File: config.mk
export PLATFORM = sky130hd
export DESIGN_NAME = sqb_front_flat
export DESIGN_NICKNAME = d
export VERILOG_FILES = /design/src/design/sqb_pkg.sv /design/src/design/sqb_if.sv /design/src/design/sqb_front.sv /design/src/flat_wrapper.sv
export SDC_FILE = /design/constraint.sdc
export NUM_CORES = 1
export LEC_CHECK = 0
export ABC_AREA = 1
export ABC_CLOCK_PERIOD_IN_PS = 6000
export BUFFER_PORTS_ARGS = -buffer_cell sky130_fd_sc_hd__buf_4
export CAP_MARGIN = 20
export CORE_MARGIN = 5
export CORE_UTILIZATION = 34
export DETAILED_ROUTE_END_ITERATION = 12
export MAX_ROUTING_LAYER = met4
export PLACE_DENSITY = 0.61
export SYNTH_ARGS = -nofsm -noshare
export SYNTH_HDL_FRONTEND = slang
export SYNTH_SLANG_ARGS = --single-unit
File: constraint.sdc
create_clock -name clk -period 6 [get_ports clk]
set_clock_uncertainty 0.05 [all_clocks]
set_input_delay 0.9 -clock clk [delete_from_list [all_inputs] [get_ports clk]]
set_output_delay 0.9 -clock clk [all_outputs]
set_load 0.02 [all_outputs]
File: src/design/sqb_pkg.sv
// Shared types and constants for the sprite quad batcher.
package sqb_pkg;
	localparam int CordicSteps = 16;
	localparam logic signed [33:0] CordicStart = 34'sd652032874;
	localparam logic [10:0] QuadLimitReset = 11'd1024;
	localparam logic [4:0] SlotCapReset = 5'd16;
	localparam logic [0:0] RegQuadLimit = 1'b0;
	localparam logic [0:0] RegSlotCap = 1'b1;
	localparam logic ActSprite = 1'b0;
	localparam logic ActEof = 1'b1;
	localparam logic KindVertex = 1'b0;
	localparam logic KindDraw = 1'b1;

	typedef struct packed {
		logic        action;
		logic [15:0] texture_id;
		logic signed [31:0] pos_x;
		logic signed [31:0] pos_y;
		logic signed [31:0] pos_z;
		logic [23:0] half_width;
		logic [23:0] half_height;
		logic [23:0] scale;
		logic [15:0] angle;
	} sprite_t;

	typedef struct packed {
		logic        kind;
		logic signed [31:0] vert_x;
		logic signed [31:0] vert_y;
		logic signed [31:0] vert_z;
		logic        tex_u;
		logic        tex_v;
		logic [3:0]  slot;
		logic [11:0] vertex_index;
		logic [10:0] quads_in_draw;
		logic        last;
	} result_t;

	typedef struct packed {
		logic        cfg_idx;
		logic [10:0] cfg_data;
	} cfg_t;

	// Classified command from front to back.
	typedef struct packed {
		logic        draw;
		logic        verts;
		logic [10:0] draw_quads;
		logic [3:0]  slot;
		logic [11:0] base_index;
		logic signed [31:0] pos_x;
		logic signed [31:0] pos_y;
		logic signed [31:0] pos_z;
		logic [23:0] half_width;
		logic [23:0] half_height;
		logic [23:0] scale;
		logic [15:0] angle;
	} cmd_t;

	function automatic logic [15:0] atan_turn(input logic [3:0] i);
		case (i)
			4'd0: atan_turn = 16'd8192;
			4'd1: atan_turn = 16'd4836;
			4'd2: atan_turn = 16'd2555;
			4'd3: atan_turn = 16'd1297;
			4'd4: atan_turn = 16'd651;
			4'd5: atan_turn = 16'd326;
			4'd6: atan_turn = 16'd163;
			4'd7: atan_turn = 16'd81;
			4'd8: atan_turn = 16'd41;
			4'd9: atan_turn = 16'd20;
			4'd10: atan_turn = 16'd10;
			4'd11: atan_turn = 16'd5;
			4'd12: atan_turn = 16'd3;
			4'd13: atan_turn = 16'd1;
			4'd14: atan_turn = 16'd1;
			default: atan_turn = 16'd0;
		endcase
	endfunction
endpackage

File: src/design/sqb_if.sv
// Valid/ready channel interfaces carrying sprites, results and config writes.
interface sqb_sprite_if;
	import sqb_pkg::*;
	logic valid;
	logic ready;
	sprite_t data;
	modport source(output valid, output data, input ready);
	modport sink(input valid, input data, output ready);
endinterface


interface sqb_cfg_if;
	import sqb_pkg::*;
	logic valid;
	logic ready;
	cfg_t data;
	modport source(output valid, output data, input ready);
	modport sink(input valid, input data, output ready);
endinterface

File: src/design/sqb_front.sv
// Front end: slot lookup, batch bookkeeping and command classification.
module sqb_front
	import sqb_pkg::*;
#(
	parameter int MAX_SLOTS = 16,
	parameter int MAX_QUADS = 1024
) (
	input  logic clk,
	input  logic arst_n,
	sqb_sprite_if.sink sprite,
	sqb_cfg_if.sink cfg,
	output logic  cmd_valid,
	output cmd_t  cmd,
	input  logic  cmd_ready
);
	localparam int SW = (MAX_SLOTS > 1) ? $clog2(MAX_SLOTS) : 1;
	localparam int UW = $clog2(MAX_SLOTS + 1);
	localparam int QW = $clog2(MAX_QUADS + 1);

	typedef enum logic [1:0] {IDLE, SEARCH, ISSUE} fstate_t;
	fstate_t state_q;

	logic [15:0] tags_q [MAX_SLOTS];
	logic [UW-1:0] used_q;
	logic [QW-1:0] held_q;
	logic [10:0] limit_q;
	logic [4:0] cap_q;
	sprite_t spr_q;
	logic [UW-1:0] idx_q;
	logic found_q;
	logic [SW-1:0] hit_q;
	logic [QW-1:0] limit_c;
	logic [UW-1:0] cap_c;
	logic flush;
	logic [SW-1:0] new_slot;

	always_comb begin
		if (limit_q == 11'd0)
			limit_c = QW'(1);
		else if (32'(limit_q) > MAX_QUADS)
			limit_c = QW'(MAX_QUADS);
		else
			limit_c = QW'(limit_q);
		if (cap_q == 5'd0)
			cap_c = UW'(1);
		else if (32'(cap_q) > MAX_SLOTS)
			cap_c = UW'(MAX_SLOTS);
		else
			cap_c = UW'(cap_q);
	end

	assign flush = (held_q >= limit_c) || (!found_q && used_q >= cap_c);
	assign new_slot = flush ? SW'(0) : SW'(used_q);
	assign cfg.ready = 1'b1;
	assign sprite.ready = (state_q == IDLE);
	assign cmd_valid = (state_q == ISSUE);

	always_comb begin
		cmd = '0;
		cmd.pos_x = spr_q.pos_x;
		cmd.pos_y = spr_q.pos_y;
		cmd.pos_z = spr_q.pos_z;
		cmd.half_width = spr_q.half_width;
		cmd.half_height = spr_q.half_height;
		cmd.scale = spr_q.scale;
		cmd.angle = spr_q.angle;
		cmd.draw_quads = 11'(held_q);
		if (spr_q.action == ActEof) begin
			cmd.draw = 1'b1;
		end else begin
			cmd.verts = 1'b1;
			cmd.draw = flush;
			cmd.slot = 4'((!flush && found_q) ? hit_q : new_slot);
			cmd.base_index = flush ? 12'd0 : 12'({held_q, 2'b00});
		end
	end

	always_ff @(posedge clk) begin
		if (state_q == SEARCH && idx_q < used_q && !found_q &&
				tags_q[SW'(idx_q)] == spr_q.texture_id)
			hit_q <= SW'(idx_q);
		if (state_q == ISSUE && cmd_ready && spr_q.action == ActSprite &&
				(flush || !found_q))
			tags_q[new_slot] <= spr_q.texture_id;
		if (sprite.valid && state_q == IDLE)
			spr_q <= sprite.data;
	end

	always_ff @(posedge clk or negedge arst_n) begin
		if (!arst_n) begin
			state_q <= IDLE;
			used_q <= '0;
			held_q <= '0;
			limit_q <= QuadLimitReset;
			cap_q <= SlotCapReset;
			idx_q <= '0;
			found_q <= 1'b0;
		end else begin
			if (cfg.valid) begin
				if (cfg.data.cfg_idx == RegQuadLimit)
					limit_q <= cfg.data.cfg_data;
				else
					cap_q <= cfg.data.cfg_data[4:0];
			end
			case (state_q)
				IDLE: begin
					if (sprite.valid) begin
						idx_q <= '0;
						found_q <= 1'b0;
						if (sprite.data.action == ActEof)
							state_q <= (held_q == '0) ? IDLE : ISSUE;
						else
							state_q <= SEARCH;
					end
				end
				SEARCH: begin
					if (idx_q >= used_q || found_q) begin
						state_q <= ISSUE;
					end else begin
						if (tags_q[SW'(idx_q)] == spr_q.texture_id)
							found_q <= 1'b1;
						idx_q <= idx_q + UW'(1);
					end
				end
				ISSUE: begin
					if (cmd_ready) begin
						state_q <= IDLE;
						if (spr_q.action == ActEof) begin
							used_q <= '0;
							held_q <= '0;
						end else begin
							held_q <= (flush ? QW'(0) : held_q) + QW'(1);
							if (flush)
								used_q <= UW'(1);
							else if (!found_q)
								used_q <= used_q + UW'(1);
						end
					end
				end
				default: state_q <= IDLE;
			endcase
		end
	end

	a_used_cap: assert property (@(posedge clk) disable iff (!arst_n)
		used_q <= UW'(MAX_SLOTS)) else $error("slot count overflow");
	a_held_cap: assert property (@(posedge clk) disable iff (!arst_n)
		held_q <= QW'(MAX_QUADS)) else $error("quad count overflow");
	a_cmd_kind: assert property (@(posedge clk) disable iff (!arst_n)
		cmd_valid |-> (cmd.draw || cmd.verts)) else $error("empty command");
endmodule

File: src/flat_wrapper.sv
// flat-port wrapper written by rule: the top's interface ports become plain ports
module sqb_front_flat import sqb_pkg::*;
#(
	parameter int MAX_SLOTS = 16,
	parameter int MAX_QUADS = 1024
)
  (clk, arst_n, cmd_valid, cmd, cmd_ready, sprite_valid, sprite_data, sprite_ready, cfg_valid, cfg_data, cfg_ready);
  sqb_sprite_if sprite_i ();
  sqb_cfg_if cfg_i ();
  input  logic clk;
  input  logic arst_n;
  output logic cmd_valid;
  output cmd_t cmd;
  input  logic cmd_ready;
  input wire logic [$bits(sprite_i.valid)-1:0] sprite_valid;
  input wire logic [$bits(sprite_i.data)-1:0] sprite_data;
  output wire logic [$bits(sprite_i.ready)-1:0] sprite_ready;
  input wire logic [$bits(cfg_i.valid)-1:0] cfg_valid;
  input wire logic [$bits(cfg_i.data)-1:0] cfg_data;
  output wire logic [$bits(cfg_i.ready)-1:0] cfg_ready;
  assign sprite_i.valid = sprite_valid;
  assign sprite_i.data = sprite_data;
  assign sprite_ready = sprite_i.ready;
  assign cfg_i.valid = cfg_valid;
  assign cfg_i.data = cfg_data;
  assign cfg_ready = cfg_i.ready;
  sqb_front #(.MAX_SLOTS(MAX_SLOTS), .MAX_QUADS(MAX_QUADS)) u_core (.clk(clk), .arst_n(arst_n), .sprite(sprite_i), .cfg(cfg_i), .cmd_valid(cmd_valid), .cmd(cmd), .cmd_ready(cmd_ready));
endmodule
==> qor.txt, run 1 <==
CRITICAL PATH
-----------------------------------------------------------------------------------------------
Crit path capture type                                                              output port
Worst Path Arrival                                                                      3790 ps
Critical path peak fanout                                                                    16
Required arrival time at the worst endpoint                                             5050 ps
Critical path class                                                                     reg2out
Startpoint Class                                                                       register

FLOORPLAN
-----------------------------------------------------------------------------------------------
Die outline area                                                                    68000 sq um
Top-Level Pins                                                                              434
Core ar.                                                                            62700 sq um
Die Ht                                                                                   261 um
Initial cell density of the core                                                          34.1%
Die Width                                                                                261 um
Row count                                                                                    92

SYNTH
-----------------------------------------------------------------------------------------------
Number of distinct library cells after synthesis                                             37
Fraction of the mapped netlist area in compound gates                                     2.47%
Post-synth top area share                                                                 64.7%
Simple-Gate Fraction of Synth Area                                                        15.0%
Seq cells post-synth                                                                        501
Post-synthesis xor/xnor area fraction                                                   0.0410%
Most used DFF post-synth                                                           sky130_fd_sc_hd__edfxtp_1
Mean post-synth cell area                                                            11.5 sq um
Post-synth design cell area                                                         21400 sq um
Total of warnings raised by yosys                                                             0
Post-synth EDFFs                                                                            461
Asr flop ratio synth                                                                      7.98%
Main area contributors after synthesis                                             sky130_fd_sc_hd__edfxtp_1, sky130_fd_sc_hd__nand2_1, sky130_fd_sc_hd__buf_4
Multiplexer area fraction after synthesis                                                0.263%
Adder and majority gate portion of the synthesized area                                   1.40%
Top cell type by total area after synthesis                                        sky130_fd_sc_hd__edfxtp_1
Post-synthesis sequential area ratio                                                      69.4%
Synth Instances                                                                            1860
Main combinational cell family by area after synthesis                             simple AND/OR/NAND/NOR gates

CLOCK TREE
-----------------------------------------------------------------------------------------------
Maximum count of clock buffers along a single path                                            3
Number of clock sinks                                                                       501
Post-CTS sizing                                                                               0
Number of hold-repair buffers added at the cts stage                                          0
Clock input transition at the sequential cells of the worst setup and hold paths          50 ps
TritonCTS buffer count                                                                       52
CTS HTree Levels                                                                              2
Root Driver                                                                        sky130_fd_sc_hd__clkbuf_16
Post-CTS setup buffers                                                                        0
Clock insertion delay at the later pin of the skew report                                620 ps
Clock tree from TritonCTS                                                                  done

POWER AND IR DROP
-----------------------------------------------------------------------------------------------
Net load switching power                                                                2990 uW
Combinational group share of total power                                                  21.1%
Clock power frac                                                                          32.2%
Power per cell area                                                                 380 nW/um^2
Leakage power figure                                                                  0.0108 uW
Proportion of total power due to net switching                                            30.4%
Internal                                                                                6830 uW
IR drop worst, VDD                                                                       273 uV
Sequential fraction of design power                                                       46.7%

ROUTE
-----------------------------------------------------------------------------------------------
Detailed route wirelength on metal2                                                     30.0 mm
Ratio of routed vias to standard cells                                                     4.53
Total length of routed wires                                                            58.5 mm
First-pass DRT Iterations                                                                     5
Remaining DRCs                                                                                0
Via count                                                                                 13700
Routed met1 length                                                                      21.4 mm
Remaining antenna violation count after routing                                               0
Number of DRC markers after the initial detailed-route iteration                           1071
Wire length on met3                                                                     4.89 mm
Routed wire length per instance                                                         19.4 um
Highest routed metal layer                                                                 met4

MIN PATH
-----------------------------------------------------------------------------------------------
Path category of the worst min-delay check                                             in2async

FLOW RUN
-----------------------------------------------------------------------------------------------
# Max-Cap Violations                                                                          0

GLOBAL ROUTE
-----------------------------------------------------------------------------------------------
Overflow left after global routing                                                            0
Largest net degree at the start of global routing                                           104
GRT Util Overall                                                                          17.2%
Number of global-route vias before repair                                                 14000
Number of antenna violations at the first check in global routing                             4
First-pass GRT wire length                                                              85.8 mm

PLACED DESIGN
-----------------------------------------------------------------------------------------------
DP Area                                                                             24200 sq um
HPWL after detailed placement                                                           39.7 mm
Placer's final routability congestion estimate                                            0.863
IO Port Bufs                                                                                430

STA
-----------------------------------------------------------------------------------------------
Relative slew slack                                                                       30.6%
Achievable clock frequency                                                              211 MHz
Hold Fails Final Rpt                                                                          0
Time the final worst path needs with I/O delays and setup                               4740 ps
Count of final max-slew check failures                                                        0
Final setup fails                                                                             0
Final setup TNS                                                                            0 ps
Setup repair after global routing missed its margin                                       false
Measured slew at the worst slew-check pin                                               1040 ps
Share of the cycle needed by the critical path after routing                              79.0%

FINISH
-----------------------------------------------------------------------------------------------
Sequential standard cell area                                                       14900 sq um
Area of the multi-input gates                                                        4120 sq um
Most common cell after layout, fill and taps aside                                 sky130_fd_sc_hd__nand2_1
Total non-filler cell area in the finished layout                                   25900 sq um
Final net count                                                                            2374
# fillers                                                                                  5902
Share of cells above drive strength 1                                                     24.9%
Inserted Diodes                                                                               0
Area added between synthesis and finish                                                   21.0%
Leading cell types in the layout, fill and taps excluded                           sky130_fd_sc_hd__nand2_1, sky130_fd_sc_hd__edfxtp_1, sky130_fd_sc_hd__buf_4

RUN STATUS
-----------------------------------------------------------------------------------------------
Outcome                                                                            finished clean

==> kinds of logic (layout without fill, tap and decap cells) <==
family	Yosys count	after routing
AO/OA/AOI/OAI	98	98
XOR/XNOR	1	1
buffers and inverters	440	750
AND/OR/NAND/NOR	789	789
flip-flops	501	501
other	2	3
adder cells (fa/ha/maj)	24	24
multiplexers	5	5
==> final timing paths <==
path	start	cells after the start	to	slack (ps)
max in group asynchronous	arst_n	1	u_core.idx_q[0]$_DFFE_PN0P_	5260
hold reg to reg	u_core.limit_q[3]$_DFFE_PN0P_	2	u_core.limit_q[3]$_DFFE_PN0P_	460
hold / removal	arst_n	1	u_core.limit_q[6]$_DFFE_PN0P_	220
min in group clk	sprite_data[188]	1	u_core.spr_q[188]$_DFFE_PP_	400
setup reg to reg	u_core.idx_q[0]$_DFFE_PN0P_	15	u_core.hit_q[3]$_DFFE_PP_	1930
setup / recovery	u_core.limit_q[7]$_DFFE_PN0P_	15	cmd[196]	1260
==> critical path, cell delays in order, from the launching register on <==
cell and delay, ps:
sky130_fd_sc_hd__dfrtp_1 390, sky130_fd_sc_hd__nor4_1 320, sky130_fd_sc_hd__nand3_1 160, sky130_fd_sc_hd__nand2_1 230, sky130_fd_sc_hd__nand2_1 90, sky130_fd_sc_hd__ha_1 290
sky130_fd_sc_hd__a21oi_1 130, sky130_fd_sc_hd__o21ai_0 100, sky130_fd_sc_hd__nand3_1 70, sky130_fd_sc_hd__nand3_1 80, sky130_fd_sc_hd__nor2_2 250, sky130_fd_sc_hd__nand2_2 260
sky130_fd_sc_hd__nor2_1 290, sky130_fd_sc_hd__inv_1 90, sky130_fd_sc_hd__o22ai_1 220, sky130_fd_sc_hd__buf_4 200
==> power groups by stage <==
stage | clock network, uW | registers [uW] | logic, uW
floorplan | 0 | 4600 | 1520
global placement | 0 | 4640 | 2060
detailed placement | 0 | 4660 | 2090
CTS | 3250 | 4590 | 2090
global route | 3380 | 4630 | 2260
finish | 3170 | 4590 | 2070
==> final cells by class <==
| class | count | share of cell area, % |
|---|---|---|
| multi-input combinational | 920 | 15.9 |
| tap | 846 | 4.09 |
| inverter | 201 | 2.95 |
| clock buffer | 65 | 5.22 |
| timing repair buffer | 456 | 13.3 |
| clock inverter | 28 | 1.16 |
| sequential | 501 | 57.4 |
==> sequential cells by signal, indices dropped and copies added, names as in the netlist <==
signal          flops
u_core.cap_q        5
u_core.cmd        184
u_core.found_q      1
u_core.held_q      11
u_core.hit_q        4
u_core.idx_q        5
u_core.limit_q     11
u_core.spr_q       17
u_core.state_q      2
u_core.tags_q     256
u_core.used_q       5
==> layer usage <==
layer / GRT usage (%) / up-vias
li1: - / 6541
met1: 19.0 / 6545
met2: 29.6 / 487
met3: 5.19 / 104
met4: 5.99 / 0
met5: - / -
==> through the flow <==
step / util (%) / hold WS [ps] / worst slack [ps] / total power (uW) / instances
floorplan: - / 404 / 469 / 6130 / 1861
global placement: 38.6 / 446 / 1960 / 6710 / 2923
detailed placement: 38.6 / 445 / 1930 / 6740 / 2924
CTS: 41.3 / 220 / 1200 / 9930 / 3017
global route: 41.3 / 254 / 919 / 10300 / 3017
finish: 41.3 / 222 / 1260 / 9820 / 3017
==> synth_stat cells (7+ instances only) <==
cell / n
sky130_fd_sc_hd__o22ai_1: 7
sky130_fd_sc_hd__nand2_1: 474
sky130_fd_sc_hd__dfrtp_1: 38
sky130_fd_sc_hd__inv_1: 197
sky130_fd_sc_hd__clkbuf_1: 16
sky130_fd_sc_hd__ha_1: 24
sky130_fd_sc_hd__buf_4: 191
sky130_fd_sc_hd__edfxtp_1: 461
sky130_fd_sc_hd__nor2_1: 139
sky130_fd_sc_hd__nor3_1: 8
sky130_fd_sc_hd__nand4_1: 8
sky130_fd_sc_hd__o21ai_1: 13
sky130_fd_sc_hd__nand3_1: 146
sky130_fd_sc_hd__o21ai_0: 53
sky130_fd_sc_hd__buf_2: 26
sky130_fd_sc_hd__a21oi_1: 13
No activity file was read; power rests on OpenSTA's default activity.
==> run 2: changes to the inputs <==
- ABC_CLOCK_PERIOD_IN_PS: 6000 -> 3800
- PLACE_DENSITY: 0.61 -> 0.63
- clock period: 6 -> 3.8 ns (I/O delays scaled with it)
==> qor.txt, run 2 (synthesized netlist as in run 1, its figures left out) <==
STA
-----------------------------------------------------------------------------------------------
Hold Fails Final Rpt                                                                          0
Time the final worst path needs with I/O delays and setup                               3770 ps
Final setup fails                                                                             0
Setup repair after global routing missed its margin                                        true
Achievable clock frequency                                                              265 MHz
Share of the cycle needed by the critical path after routing                              99.3%
Measured slew at the worst slew-check pin                                                781 ps
Count of final max-slew check failures                                                        0
Relative slew slack                                                                       48.0%

CRITICAL PATH
-----------------------------------------------------------------------------------------------
Number of buffers and inverters on the critical path                                          3
Crit path capture type                                                              output port
Worst setup slack for register-to-register paths                                         320 ps
Required arrival time at the worst endpoint                                             3180 ps
Critical path class                                                                     reg2out
Critical path peak fanout                                                                    11
Cell type group with the largest total delay on the critical path                  simple AND/OR/NAND/NOR gates
Startpoint Class                                                                       register
Standard cell with the maximum stage delay on the critical path                    sky130_fd_sc_hd__dfrtp_1
Sequence of cells on the critical path                                             nor4_2 -> nand3_1 -> nand2_2 -> buf_6 -> nand2_4 -> ha_4 -> nand2_2 -> nor2_1 -> nor2_1 -> a21oi_2 -> nor2_4 -> nand2_4 -> inv_4 -> nand2_8 -> nor2_2 -> buf_6
Worst Path Arrival                                                                      3150 ps
Slowest Stage Delay on Critical Path                                                     410 ps

FLOORPLAN
-----------------------------------------------------------------------------------------------
Row count                                                                                    92
Top-Level Pins                                                                              434
Die Ht                                                                                   261 um
Initial cell density of the core                                                          34.1%
Die outline area                                                                    68000 sq um
Core ar.                                                                            62700 sq um
Die Width                                                                                261 um

CLOCK TREE
-----------------------------------------------------------------------------------------------
Maximum count of clock buffers along a single path                                            3
CTS HTree Levels                                                                              2
Clock input transition at the sequential cells of the worst setup and hold paths          70 ps
Clock insertion delay at the later pin of the skew report                                600 ps
Number of clock sinks                                                                       501
Clock tree from TritonCTS                                                                  done
TritonCTS buffer count                                                                       55
Root Driver                                                                        sky130_fd_sc_hd__clkbuf_16

PLACED DESIGN
-----------------------------------------------------------------------------------------------
HPWL after detailed placement                                                           43.3 mm
Placer's final routability congestion estimate                                            0.888
DP Area                                                                             24500 sq um
IO Port Bufs                                                                                430

ROUTE
-----------------------------------------------------------------------------------------------
Number of DRC markers after the initial detailed-route iteration                           1150
Remaining DRCs                                                                                0
Routed wire length per instance                                                         19.9 um
Ratio of routed vias to standard cells                                                     4.60
Total length of routed wires                                                            60.8 mm
Via count                                                                                 14100
First-pass DRT Iterations                                                                     5
Remaining antenna violation count after routing                                               0

FINISH
-----------------------------------------------------------------------------------------------
Total non-filler cell area in the finished layout                                   26700 sq um
Share of cells above drive strength 1                                                     28.8%
# fillers                                                                                  5872
Most common cell after layout, fill and taps aside                                 sky130_fd_sc_hd__buf_4
Largest register FFs                                                                        256
Final net count                                                                            2413
Share of the core filled with cells in the final layout                                   42.6%
Area added between synthesis and finish                                                   24.9%
Inserted Diodes                                                                               0
Largest Register                                                                   u_core.tags_q
Leading cell types in the layout, fill and taps excluded                           sky130_fd_sc_hd__buf_4, sky130_fd_sc_hd__nand2_1, sky130_fd_sc_hd__edfxtp_1

GLOBAL ROUTE
-----------------------------------------------------------------------------------------------
GRT Util Overall                                                                          17.8%
Number of antenna violations at the first check in global routing                             1
First-pass GRT wire length                                                              88.4 mm
Overflow left after global routing                                                            0
Number of global-route vias before repair                                                 14200
Largest net degree at the start of global routing                                           113

POWER AND IR DROP
-----------------------------------------------------------------------------------------------
IR drop worst, VDD                                                                       526 uV
Leakage power figure                                                                  0.0112 uW
Power per cell area                                                                 614 nW/um^2

MIN PATH
-----------------------------------------------------------------------------------------------
Path category of the worst min-delay check                                               in2reg

FLOW RUN
-----------------------------------------------------------------------------------------------
# Max-Cap Violations                                                                          0

RUN STATUS
-----------------------------------------------------------------------------------------------
Outcome                                                                            finished clean

-- run 2: cell types whose count changed in the layout (fill, tap and decap cells not counted), sizes merged --
cell,before,now
buf,456,491
clkbuf,65,63
dlygate4sd3,0,1
clkinvlp,1,7
clkinv,22,27
inv,201,200
-- run 2: worst register-to-register path: cells and delay by family (launching register included) --
family | cells | cell delay (ps)
compound gates | 2 | 140
fa+ha+maj | 2 | 450
buf+inv | 3 | 500
flops | 1 | 410
simple gates | 16 | 1810
-- run 2: area by class of cell --
cell class	instances	area, sq um	area share, %
flip-flops and latches	501	14900	55.6
well taps	846	1060	3.96
multi-input cells	920	4410	16.5
clock buffers	63	1450	5.43
repair buffers	492	3830	14.4
clock inverters	38	340	1.27
inverters	201	762	2.85
-- run 2: timing repair --
action | 4_1_cts | 5_1_grt
setup endpoints to repair | 15 | 20
buffers inserted | 5 | 3
hold endpoints to repair | 38 | 0
gates resized for setup | 29 | 48
hold buffers | 1 | 0
pin swaps | 9 | 17
gates cloned | 0 | 0
-- run 2: metrics by stage --
step	TNS, ps	setup slack (ps)	cells	hold WS (ps)	total power, uW
after floorplan	-56570	-281	1861	224	9650
after global placement	0	288	2951	437	10900
after detailed placement	0	283	2951	442	11000
after CTS	-7.80	-7.80	3058	40.6	16400
after global routing	-1920	-151	3061	57.4	17100
final	0	27.0	3061	98.9	16400
-- run 2: metal layers --
layer	vias to the layer above	global-route usage, %	routed length, um
li1	6626	-	-
met1	6798	21.2	23300
met2	548	30.8	31500
met3	95	4.32	4740
met4	0	4.29	1250
met5	-	-	0
-- run 2: path summary, 6_finish.rpt --
kind,depth (start not counted),startpoint,end
worst max-delay path,16,u_core.limit_q[6]$_DFFE_PN0P_,cmd[195]
worst min-delay path,1,sprite_data[128],u_core.cmd[128]$_DFFE_PP_
worst max register to register,23,u_core.limit_q[6]$_DFFE_PN0P_,u_core.held_q[6]$_DFFE_PN0P_
worst min register to register,2,u_core.cap_q[0]$_DFFE_PN0P_,u_core.cap_q[0]$_DFFE_PN0P_
max in group asynchronous,2,arst_n,u_core.idx_q[0]$_DFFE_PN0P_
min in group asynchronous,2,arst_n,u_core.limit_q[8]$_DFFE_PN0P_
-- run 2: report_power, final --
part / internal [uW] / switching [uW]
combinational: 1360 / 2590
sequential: 6820 / 341
clock: 3080 / 2210
==> run 3: changes to the inputs <==
- CELL_PAD_IN_SITES_DETAIL_PLACEMENT: default -> 0
- CELL_PAD_IN_SITES_GLOBAL_PLACEMENT: default -> 1
- PLACE_DENSITY: 0.63 -> 0.75
==> qor.txt, run 3 (synthesized netlist as in run 1, its figures left out) <==
RUN STATUS
-----------------------------------------------------------------------------------------------
Outcome                                                                            complete, but fails checks
Violated checks                                                                    setup timing

STA
-----------------------------------------------------------------------------------------------
Hold Fails Final Rpt                                                                          0
Share of the cycle needed by the critical path after routing                               100%
Measured slew at the worst slew-check pin                                               1000 ps
Achievable clock frequency                                                              263 MHz
Relative slew slack                                                                       33.3%
Setup repair after global routing missed its margin                                        true
Setup WS post-layout                                                                   -6.08 ps
Final setup fails                                                                             2
Time the final worst path needs with I/O delays and setup                               3810 ps
Worst hold margin                                                                       82.2 ps
Count of final max-slew check failures                                                        0

FINISH
-----------------------------------------------------------------------------------------------
Sequential standard cell area                                                       14900 sq um
Most common cell after layout, fill and taps aside                                 sky130_fd_sc_hd__buf_4
Filler-free cell count of the finished design                                              3063
Area of the multi-input gates                                                        4400 sq um
Share of cells above drive strength 1                                                     28.5%
Leading cell types in the layout, fill and taps excluded                           sky130_fd_sc_hd__buf_4, sky130_fd_sc_hd__nand2_1, sky130_fd_sc_hd__edfxtp_1
Area added between synthesis and finish                                                   24.1%
Largest register FFs                                                                        256
Largest Register                                                                   u_core.tags_q
Final net count                                                                            2413
# fillers                                                                                  5896
Total non-filler cell area in the finished layout                                   26500 sq um

CRITICAL PATH
-----------------------------------------------------------------------------------------------
R2R Path Start                                                                     u_core.limit_q[3]$_DFFE_PN0P_
Startpoint Class                                                                       register
Critical path peak fanout                                                                     6
Required arrival time at the worst endpoint                                             3180 ps
Worst setup slack for register-to-register paths                                         300 ps
Path depth of the worst reg2reg path                                                         16
Critical path class                                                                     reg2out
Crit path capture type                                                              output port
Worst Path Arrival                                                                      3190 ps
RR Endpoint                                                                        u_core.tags_q[15][10]$_DFFE_PP_

MIN PATH
-----------------------------------------------------------------------------------------------
Instance count along the most critical hold path                                              1
Path category of the worst min-delay check                                               in2reg
Hold Path End                                                                      u_core.cmd[177]$_DFFE_PP_
Launch instance of the worst min-delay path                                        sprite_data[177]

PLACED DESIGN
-----------------------------------------------------------------------------------------------
HPWL after detailed placement                                                           45.2 mm
Placer's final routability congestion estimate                                            0.917
Setup slack at placement                                                                 118 ps
DP Area                                                                             24600 sq um
IO Port Bufs                                                                                430
Placed instance count                                                                      2950

GLOBAL ROUTE
-----------------------------------------------------------------------------------------------
GRT Util Overall                                                                          18.5%
First-pass GRT wire length                                                              90.1 mm
Number of antenna violations at the first check in global routing                            10
Number of global-route vias before repair                                                 14100
Overflow left after global routing                                                            0
Largest net degree at the start of global routing                                            83

FLOORPLAN
-----------------------------------------------------------------------------------------------
Top-Level Pins                                                                              434
Die Width                                                                                261 um
Row count                                                                                    92
Core ar.                                                                            62700 sq um
Die Ht                                                                                   261 um
Initial cell density of the core                                                          34.1%
Die outline area                                                                    68000 sq um

POWER AND IR DROP
-----------------------------------------------------------------------------------------------
Combinational group share of total power                                                  24.9%
IR drop worst, VDD                                                                       423 uV
Proportion of total power due to net switching                                            32.0%
Clock power frac                                                                          29.7%
Power per cell area                                                                 597 nW/um^2
Sequential fraction of design power                                                       45.3%
Internal                                                                               10800 uW
Net load switching power                                                                5080 uW
Leakage power figure                                                                  0.0111 uW

CLOCK TREE
-----------------------------------------------------------------------------------------------
TritonCTS buffer count                                                                       52
Root Driver                                                                        sky130_fd_sc_hd__clkbuf_16
Clock tree from TritonCTS                                                                  done
Number of clock sinks                                                                       501
Clock insertion delay at the later pin of the skew report                                610 ps
Clock input transition at the sequential cells of the worst setup and hold paths          60 ps
CTS HTree Levels                                                                              2
Maximum count of clock buffers along a single path                                            3

ROUTE
-----------------------------------------------------------------------------------------------
Remaining DRCs                                                                                0
Via count                                                                                 13900
Ratio of routed vias to standard cells                                                     4.54
Routed wire length per instance                                                         20.5 um
Number of DRC markers after the initial detailed-route iteration                            955
Total length of routed wires                                                            62.9 mm
First-pass DRT Iterations                                                                     5
Remaining antenna violation count after routing                                               0

FLOW RUN
-----------------------------------------------------------------------------------------------
# Max-Cap Violations                                                                          0

run 3: cell count changes in the layout (fill, tap and decap cells not counted), moves of 2 or more:
| cell | change |
|---|---|
| sky130_fd_sc_hd__buf_6 | -7 |
| sky130_fd_sc_hd__clkinv_2 | +7 |
| sky130_fd_sc_hd__buf_12 | +6 |
| sky130_fd_sc_hd__clkinvlp_4 | -6 |
| sky130_fd_sc_hd__diode_2 | +6 |
| sky130_fd_sc_hd__clkbuf_16 | -5 |
| sky130_fd_sc_hd__bufinv_16 | -4 |
| sky130_fd_sc_hd__buf_4 | +3 |
| sky130_fd_sc_hd__clkinv_4 | -3 |
| sky130_fd_sc_hd__nand2_2 | +3 |
| sky130_fd_sc_hd__nor2_4 | -2 |
run 3: worst max path at each step:
| stage | start | slack [ps] | cells past startpoint | to |
|---|---|---|---|---|
| final | u_core.limit_q[3]$_DFFE_PN0P_ | -6 | 15 | cmd[199] |
| after CTS | u_core.limit_q[8]$_DFFE_PN0P_ | -5 | 16 | cmd[193] |
| after floorplan | sprite_valid | -280 | 2 | u_core.cmd[0]$_DFFE_PP_ |
| after global routing | u_core.limit_q[3]$_DFFE_PN0P_ | -170 | 16 | cmd[193] |
| after global placement | u_core.limit_q[7]$_DFFE_PN0P_ | 110 | 15 | u_core.tags_q[1][9]$_DFFE_PP_ |
| after detailed placement | u_core.limit_q[7]$_DFFE_PN0P_ | 120 | 15 | u_core.tags_q[9][9]$_DFFE_PP_ |
run 3: final cells by class:
cell class / count / area share, %
sequential: 501 / 56.0
multi-input combinational: 921 / 16.6
timing repair buffer: 494 / 14.7
clock buffer: 59 / 5.00
tap: 846 / 3.99
inverter: 201 / 2.87
clock inverter: 35 / 0.835
antenna: 6 / 0.0566
run 3: stage by stage:
step	total power, uW	utilization, %	setup TNS, ps
CTS	15900	42.1	-7.22
detailed placement	11000	39.2	0
finish	15900	42.3	-8.29
floorplan	9650	-	-56570
global placement	11000	39.2	0
global route	16600	42.3	-2230
run 3: power by group through the flow:
| stage | clock network (uW) | registers, uW | logic (uW) |
|---|---|---|---|
| 2_1_floorplan | 0 | 7240 | 2420 |
| 6_report | 4710 | 7190 | 3950 |
| 5_1_grt | 5080 | 7240 | 4290 |
| 3_3_place_gp | 0 | 7280 | 3680 |
| 3_5_place_dp | 0 | 7290 | 3720 |
| 4_1_cts | 4850 | 7190 | 3900 |
run 3: critical path, cell delays in order (launching register included):
cell and delay [ps]:
sky130_fd_sc_hd__dfrtp_1 410, sky130_fd_sc_hd__nor4_2 330, sky130_fd_sc_hd__nand3_2 180, sky130_fd_sc_hd__nand2_4 150
sky130_fd_sc_hd__nand2_2 70, sky130_fd_sc_hd__ha_4 220, sky130_fd_sc_hd__a21oi_2 120, sky130_fd_sc_hd__o21ai_1 90
sky130_fd_sc_hd__nand3_1 80, sky130_fd_sc_hd__nand3_2 90, sky130_fd_sc_hd__nor2_4 170, sky130_fd_sc_hd__nand2_4 150
sky130_fd_sc_hd__nor2_4 130, sky130_fd_sc_hd__inv_1 80, sky130_fd_sc_hd__o22ai_2 150, sky130_fd_sc_hd__buf_6 160
run 3: per-layer routing:
layer | wire [um] | GRT usage (%)
met1 | 23000 | 20.7
met2 | 32400 | 31.5
met3 | 5540 | 5.40
met4 | 1940 | 6.99
met5 | 0 | -
run 3: timing repair:
action	CTS	global route
hold endpoints to repair	38	0
buffers inserted	9	2
pin swaps	13	15
gates cloned	1	0
endpoints found under the setup margin	15	18
hold buffers	1	0
gates resized for setup	42	23
